===== config.mk =====
export PLATFORM = sky130hd
export DESIGN_NAME = sorted_list_table_insert
export DESIGN_NICKNAME = d
export VERILOG_FILES = /design/src/sv/slti_pkg.sv /design/src/sv/slti_cell.sv /design/src/sv/slti_ctrl.sv /design/src/sv/sorted_list_table_insert.sv
export SDC_FILE = /design/constraint.sdc
export NUM_CORES = 2
export LEC_CHECK = 0
export BUFFER_PORTS_ARGS = -buffer_cell sky130_fd_sc_hd__buf_2
export CAP_MARGIN = 5
export CORE_MARGIN = 5
export CORE_UTILIZATION = 45
export CTS_CLUSTER_SIZE = 24
export DETAILED_ROUTE_END_ITERATION = 7
export GPL_TIMING_DRIVEN = 0
export PLACE_DENSITY = 0.66
export SETUP_SLACK_MARGIN = 0.1
export SYNTH_ARGS = -nofsm -noshare
export SYNTH_HDL_FRONTEND = slang
export SYNTH_SLANG_ARGS = --single-unit

===== constraint.sdc =====
create_clock -name clk -period 18.8 [get_ports clk]
set_input_delay 3.76 -clock clk [delete_from_list [all_inputs] [get_ports clk]]
set_output_delay 3.76 -clock clk [all_outputs]
set_load 0.1 [all_outputs]

===== src/sv/slti_pkg.sv =====
// ----------------------------------------------------------------------------
// Sorted list table package
// Beat types, action and status codes, and the cell control types shared by
// the sorted list table modules.
// ----------------------------------------------------------------------------
package slti_pkg;

  // Action codes carried in the input beat.
  localparam logic [1:0] ACT_INSERT = 2'd0;
  localparam logic [1:0] ACT_READ   = 2'd1;
  localparam logic [1:0] ACT_CLEAR  = 2'd2;

  // Status codes carried in the result beat.
  localparam logic [1:0] STAT_OK    = 2'd0;
  localparam logic [1:0] STAT_FULL  = 2'd1;
  localparam logic [1:0] STAT_EMPTY = 2'd2;

  typedef struct packed {
    logic [1:0]         action;
    logic signed [31:0] value;
  } in_beat_t;

  typedef struct packed {
    logic signed [31:0] value_out;
    logic [1:0]         status;
    logic               last;
  } out_beat_t;

  // Operation broadcast to every cell of the chain.
  typedef enum logic [1:0] {
    CELL_HOLD,
    CELL_INSERT,
    CELL_ROTATE,
    CELL_CLEAR
  } cell_op_t;

  typedef struct packed {
    cell_op_t           op;
    logic signed [31:0] key;
  } cell_ctrl_t;

  // Controller states.
  typedef enum logic {
    ST_IDLE,
    ST_READ
  } state_t;

endpackage


===== src/sv/slti_cell.sv =====
// ----------------------------------------------------------------------------
// Sorted list table cell
// One slot of the sorted chain: a value and an occupied bit. On insert it
// keeps, takes the new key or takes its left neighbor's value; on read-out
// it takes its right neighbor's value so that the list rotates by one place.
// ----------------------------------------------------------------------------
module slti_cell (
  input  logic                   clk,
  input  logic                   rst,
  input  slti_pkg::cell_ctrl_t   ctrl,
  input  logic                   left_after,
  input  logic                   left_valid,
  input  logic signed [31:0]     left_value,
  input  logic                   right_valid,
  input  logic signed [31:0]     right_value,
  input  logic signed [31:0]     wrap_value,
  output logic                   valid,
  output logic signed [31:0]     value,
  output logic                   after
);

  // This cell lies at or past the insert point: it is free or holds a value
  // at least as large as the key. The chain is sorted, so this is monotone.
  assign after = !valid || (value >= ctrl.key);

  // Occupied bit: fills from the left on insert, drops on clear.
  always_ff @(posedge clk) begin
    if (rst) begin
      valid <= 1'b0;
    end else begin
      case (ctrl.op)
        slti_pkg::CELL_INSERT: valid <= valid | left_valid;
        slti_pkg::CELL_CLEAR:  valid <= 1'b0;
        default:               valid <= valid;
      endcase
    end
  end

  // Value: the first cell at the insert point takes the key, those after it
  // shift right. On rotate the tail of the list takes the head's value.
  always_ff @(posedge clk) begin
    case (ctrl.op)
      slti_pkg::CELL_INSERT: begin
        if (after && !left_after) begin
          value <= ctrl.key;
        end else if (after) begin
          value <= left_value;
        end
      end
      slti_pkg::CELL_ROTATE: begin
        if (valid) begin
          value <= right_valid ? right_value : wrap_value;
        end
      end
      default: begin
        value <= value;
      end
    endcase
  end

endmodule


===== src/sv/slti_ctrl.sv =====
// ----------------------------------------------------------------------------
// Sorted list table controller
// Takes input beats, drives the cell chain and holds the result register.
// Read-out emits the head cell each cycle while the chain rotates. A stalled result side holds the read-out.
// ----------------------------------------------------------------------------
module slti_ctrl #(
  parameter int DEPTH = 16
) (
  input  logic                   clk,
  input  logic                   rst,
  input  logic                   in_valid,
  output logic                   in_ready,
  input  slti_pkg::in_beat_t     in_data,
  output logic                   out_valid,
  input  logic                   out_ready,
  output slti_pkg::out_beat_t    out_data,
  input  logic [DEPTH-1:0]       cell_valid,
  input  logic signed [31:0]     head_value,
  output slti_pkg::cell_ctrl_t   cell_ctrl
);

  localparam int CW = $clog2(DEPTH);

  slti_pkg::state_t    state;
  slti_pkg::state_t    state_next;
  logic [CW-1:0]       cnt;
  logic [CW-1:0]       cnt_next;
  slti_pkg::out_beat_t out_next;
  logic                load_out;
  logic                slot_free;
  logic                accept;
  logic                full;
  logic                rd_last;
  logic [DEPTH-1:0]    valid_shr;

  assign slot_free = !out_valid || out_ready;
  assign in_ready  = (state == slti_pkg::ST_IDLE) && slot_free;
  assign accept    = in_valid && in_ready;
  assign full      = cell_valid[DEPTH-1];

  // The entry being read is the last one when the next cell is free.
  assign valid_shr = cell_valid >> 1;
  assign rd_last   = !valid_shr[cnt];

  // Next state.
  always_comb begin
    state_next = state;
    unique case (state)
      slti_pkg::ST_IDLE: begin
        if (accept && (in_data.action == slti_pkg::ACT_READ) && cell_valid[0]) begin
          state_next = slti_pkg::ST_READ;
        end
      end
      slti_pkg::ST_READ: begin
        if (slot_free && rd_last) begin
          state_next = slti_pkg::ST_IDLE;
        end
      end
      default: state_next = slti_pkg::ST_IDLE;
    endcase
  end

  // Cell commands, result beat and read counter.
  always_comb begin
    cell_ctrl.op  = slti_pkg::CELL_HOLD;
    cell_ctrl.key = in_data.value;
    load_out      = 1'b0;
    out_next      = '{value_out: 32'sd0, status: slti_pkg::STAT_OK, last: 1'b1};
    cnt_next      = cnt;
    unique case (state)
      slti_pkg::ST_IDLE: begin
        cnt_next = '0;
        if (accept) begin
          load_out = 1'b1;
          case (in_data.action)
            slti_pkg::ACT_INSERT: begin
              if (full) begin
                out_next.status = slti_pkg::STAT_FULL;
              end else begin
                cell_ctrl.op = slti_pkg::CELL_INSERT;
              end
            end
            slti_pkg::ACT_READ: begin
              if (!cell_valid[0]) begin
                out_next.status = slti_pkg::STAT_EMPTY;
              end else begin
                load_out = 1'b0;
              end
            end
            slti_pkg::ACT_CLEAR: begin
              cell_ctrl.op = slti_pkg::CELL_CLEAR;
            end
            default: begin
              cell_ctrl.op = slti_pkg::CELL_HOLD;
            end
          endcase
        end
      end
      slti_pkg::ST_READ: begin
        if (slot_free) begin
          load_out           = 1'b1;
          out_next.value_out = head_value;
          out_next.last      = rd_last;
          cell_ctrl.op       = slti_pkg::CELL_ROTATE;
          cnt_next           = cnt + 1'b1;
        end
      end
      default: begin
        cnt_next = '0;
      end
    endcase
  end

  // State and counter registers.
  always_ff @(posedge clk) begin
    if (rst) begin
      state <= slti_pkg::ST_IDLE;
      cnt   <= '0;
    end else begin
      state <= state_next;
      cnt   <= cnt_next;
    end
  end

  // Result register.
  always_ff @(posedge clk) begin
    if (rst) begin
      out_valid <= 1'b0;
    end else if (load_out) begin
      out_valid <= 1'b1;
    end else if (out_ready) begin
      out_valid <= 1'b0;
    end
  end

  always_ff @(posedge clk) begin
    if (load_out) begin
      out_data <= out_next;
    end
  end

  // Occupied cells always form one unbroken run from the head.
  a_valid_run: assert property (@(posedge clk) disable iff (rst)
    (cell_valid & (cell_valid + 1'b1)) == '0)
    else $error("occupied cells are not contiguous");

  // A read-out in progress always has a head entry.
  a_read_nonempty: assert property (@(posedge clk) disable iff (rst)
    (state == slti_pkg::ST_READ) |-> cell_valid[0])
    else $error("read-out running on an empty list");

  // A successful insert adds exactly one entry.
  a_insert_grows: assert property (@(posedge clk) disable iff (rst)
    (accept && (in_data.action == slti_pkg::ACT_INSERT) && !full) |=>
      ($countones(cell_valid) == $countones($past(cell_valid)) + 1))
    else $error("insert did not add one entry");

  // A clear leaves the table empty.
  a_clear_empties: assert property (@(posedge clk) disable iff (rst)
    (accept && (in_data.action == slti_pkg::ACT_CLEAR)) |=> (cell_valid == '0))
    else $error("clear left entries behind");

endmodule


===== src/sv/sorted_list_table_insert.sv =====
// ----------------------------------------------------------------------------
// Sorted list table insert
// Table of signed values kept in ascending order in a chain of cells.
// ----------------------------------------------------------------------------
// The table is a row of TABLE_DEPTH cells holding the list in ascending order
// from cell 0, so a new value lands ahead of equal ones. An insert, a clear or
// an unused action code is done in the cycle the input beat is accepted, and
// its single result beat is offered in the next cycle. A read-out of n entries
// gives n result beats, one per cycle while the result side does not stall:
// each such cycle the head cell is emitted and the chain rotates by one place,
// so after the last beat the list is back in place. An empty list gives one
// beat with the empty status. A new input beat is taken once the read-out has
// finished and the result register is free or being emptied.
module sorted_list_table_insert #(
  parameter int TABLE_DEPTH = 16
) (
  input  logic                clk,
  input  logic                rst,
  input  logic                in_valid,
  output logic                in_ready,
  input  slti_pkg::in_beat_t  in_data,
  output logic                out_valid,
  input  logic                out_ready,
  output slti_pkg::out_beat_t out_data
);

  slti_pkg::cell_ctrl_t     cell_ctrl;
  logic [TABLE_DEPTH-1:0]   cell_valid;
  logic [TABLE_DEPTH-1:0]   cell_after;
  logic signed [31:0]       cell_value [TABLE_DEPTH];

  // Control and result register.
  slti_ctrl #(
    .DEPTH (TABLE_DEPTH)
  ) u_ctrl (
    .clk        (clk),
    .rst        (rst),
    .in_valid   (in_valid),
    .in_ready   (in_ready),
    .in_data    (in_data),
    .out_valid  (out_valid),
    .out_ready  (out_ready),
    .out_data   (out_data),
    .cell_valid (cell_valid),
    .head_value (cell_value[0]),
    .cell_ctrl  (cell_ctrl)
  );

  // Chain of cells; the ends see a fixed neighbor.
  for (genvar i = 0; i < TABLE_DEPTH; i++) begin : g_cell
    logic               left_after;
    logic               left_valid;
    logic signed [31:0] left_value;
    logic               right_valid;
    logic signed [31:0] right_value;

    if (i == 0) begin : g_first
      assign left_after = 1'b0;
      assign left_valid = 1'b1;
      assign left_value = cell_ctrl.key;
    end else begin : g_inner_left
      assign left_after = cell_after[i-1];
      assign left_valid = cell_valid[i-1];
      assign left_value = cell_value[i-1];
    end

    if (i == TABLE_DEPTH - 1) begin : g_last
      assign right_valid = 1'b0;
      assign right_value = cell_value[0];
    end else begin : g_inner_right
      assign right_valid = cell_valid[i+1];
      assign right_value = cell_value[i+1];
    end

    slti_cell u_cell (
      .clk         (clk),
      .rst         (rst),
      .ctrl        (cell_ctrl),
      .left_after  (left_after),
      .left_valid  (left_valid),
      .left_value  (left_value),
      .right_valid (right_valid),
      .right_value (right_value),
      .wrap_value  (cell_value[0]),
      .valid       (cell_valid[i]),
      .value       (cell_value[i]),
      .after       (cell_after[i])
    );
  end

endmodule


==> results.md <==
* Status: finished with violations
* Failing checks: max-capacitance violations, max-slew violations
* CTS Root Cell: clkbuf_16
* Worst path arrival time at 10.19 ns
* Worst-margin pin slew at 1.60 ns
* Final Skew at 0.0251 ns
* Pleak at 17.4 nW
* Core Region at 99900 um^2
* Post-synth top cells: 547 x edfxtp_1, 516 x ha_1, 415 x mux2i_1
* # setup viols final at 0
* Num CTS Buffers at 71
* Synth area leaders: edfxtp_1 36%, ha_1 14%, mux2i_1 9.2%
* Main synth FF type: edfxtp_1
* Sw Pwr at 0.00135 W
* Die Y-Extent at 327 um
* Post_cts resized at 0
* Fmax achieved at 103 MHz
* Vias in the first global route at 41400
* GP Congestion at 0.999
* CTS tree: yes
* CP Launch Type: input pin
* Fillers at 9393
* Final period util at 51.7%
* Final wirelength at 197000 um
* Kind of critical path: in2reg
* Warnings from Yosys at 0
* DPL Wire Length at 157000 um
* Distinct cells, synth at 76
* RSZ-0062 raised after global routing: false
* Initial Util at 45.2%
* CP Data Required Time at 19.28 ns
* Syn nets at 5139
* Slew Viols, Final at 2
* Setup TNS at 0 ns
* GRT overflow at 0
* Num rows at 116
* Seq cells post-synth at 569
* Synth area leader: edfxtp_1
* Mapped Area at 45100 um^2
* Internal power at 0.00269 W
* Final hold violations at 0
* Sinks on Clock Net at 569
* Share of cells above drive strength 1 at 5.60%
* Hold Crit Class: reg2reg
* Hold Slack at 0.572 ns
* Pre-CTS setup slack at 9.11 ns
* Cell count after synthesis at 4585
* Max VDD drop at 60.0 uV
* Nets at 5273
* Initial antenna violation count at 7
* Max-cap violation count at 2
* CTS clock-pin slew for the worst setup and hold paths at 0.07 ns
* Sequential share of the synthesized area at 37.4%
* Final WS setup at 9.09 ns
* Switch share at 33.5%
* Num ports at 75
* Number of synthesized flops with an enable pin at 547
* Power density over cell area at 81.1 nW/um^2
* Sequential power share at 41.7%
* Clk buf depth at 3
* Clk network pwr share at 35.3%
* CTS H-tree lvls at 3
* Worst Setup End Kind: flop
* Initial DRT Pass Iterations at 6
* Residual DRC at 0
* Post-synth top area share at 36.4%
* Minimum clock period at 9.71 ns
* Post-CTS Setup Inserts at 0
* Fin util at 49.9%
* Largest net degree at the start of global routing at 29
* Cts hold-fix bufs at 0
* Vias per Instance at 7.23
* GR Util All Layers at 35.0%
* Die area at 107000 um^2
* Headroom to the max-slew limit at -7.42%
* Count leader, synth: edfxtp_1
* Vias post-DR at 43900
* IO Port Bufs at 43
* Initial DRC count at 7097
* Worst skew pair latency at 0.65 ns
* Final ANT Viol Nets at 0
* First-pass GRT wire length at 279000 um
* Wire length per cell at 32.4 um
* Area grow syn2layout at 10.4%
* Mapped Avg Cell Area at 9.84 um^2
* Largest fanout on the critical path at 17
* Die Wd at 327 um
* Post-synth ARST share at 0%
* Comb power frac at 23.0%
-- cell usage in the layout, fill, tap and decap left out, types with 22 or more instances in the layout --
cell       instances
a22oi_1          319
and3_1            33
a31oi_1          298
a21o_1            85
o311ai_1          29
a21oi_1          211
o221ai_1         104
buf_2             63
clkbuf_1         415
ha_1             516
o21ai_0          330
nand2_1          264
buf_1             24
clkbuf_16         77
o21ai_1           25
o211ai_1          44
nand3_1          276
edfxtp_1         547
mux2i_1          415
and4_1            27
inv_1            106
nor2_1            93
nand4_1          102
dfxtp_1           22
-- path summary, 6_finish.rpt --
kind                                                           from                               endpoint  slack [ns]  cells past startpoint
worst max-delay path                                    in_data[27]   g_cell[9].u_cell.value[22]$_DFFE_PP_        9.09                     11
worst min-delay path            g_cell[1].u_cell.value[0]$_DFFE_PP_    g_cell[0].u_cell.value[0]$_DFFE_PP_        0.57                      1
worst max register to register        u_ctrl.out_valid$_SDFFE_PP0P_  g_cell[15].u_cell.value[30]$_DFFE_PP_       12.63                     14
worst min register to register  g_cell[1].u_cell.value[0]$_DFFE_PP_    g_cell[0].u_cell.value[0]$_DFFE_PP_        0.57                      1
-- logic make-up after synthesis --
group,share of synthesized area [%]
DFF,37.4
AOI/OAI and AO/OA,23.6
xor gates and xnor gates,0.0583
buffers and inverters,5.01
muxes,9.46
and+or+nand+nor,10.2
adders and majority gates,14.3
-- routing by layer --
layer / global-route usage (%) / routed length (um) / vias to the layer above
met5: 0 / 51 / -
met4: 19.4 / 13400 / 8
met3: 8.99 / 24000 / 731
met2: 52.4 / 83100 / 3363
met1: 46.4 / 76400 / 21200
li1: - / - / 18600
-- state kept, by name, summed over array words and instances (netlist names) --
signal,flops
g_cell.u_cell.value,512
u_ctrl.out_data,35
g_cell.u_cell.valid,16
u_ctrl.cnt,4
u_ctrl.out_valid,1
u_ctrl.state,1
-- worst max-delay path, stage by stage --
cell and delay (ns):
clkbuf_1 0.75, inv_1 0.79, ha_1 0.58, nand4_1 0.20, nor4_1 1.09, nand3_1 0.50
o2111a_1 0.41, mux2i_1 1.08, clkbuf_1 0.55, a31oi_1 0.18, a22oi_1 0.26
-- cell type report --
class / instances / area, um^2 / area share (%)
antenna: 2 / 5.00 / 0.0100
buffer: 463 / 1860 / 3.74
clock buffer: 91 / 2010 / 4.03
clock inverter: 34 / 280 / 0.563
inverter: 106 / 398 / 0.799
multi-input combinational: 3447 / 26200 / 52.6
sequential: 569 / 16900 / 33.9
tap: 1298 / 1620 / 3.26
timing repair buffer: 61 / 583 / 1.17
-- per-stage QoR --
step | instance area [um^2] | power [W] | std cells
6_report | 49800 | 0.00404 | 6071
5_1_grt | 49800 | 0.00415 | 6069
4_1_cts | 49800 | 0.00399 | 6069
3_5_place_dp | 47500 | 0.00259 | 5944
3_3_place_gp | 46900 | 0.00255 | 5926
2_1_floorplan | 45100 | 0.00224 | 4585
-- power groups by stage --
stage	clock network, W	logic, W	registers [W]
after CTS	0.00141	0.000898	0.00168
after global placement	0	0.000840	0.00171
after floorplan	0	0.000554	0.00168
final	0.00143	0.000930	0.00168
after global routing	0.00147	0.000996	0.00169
after detailed placement	0	0.000893	0.00170
Power figures use the tool's default switching activity.
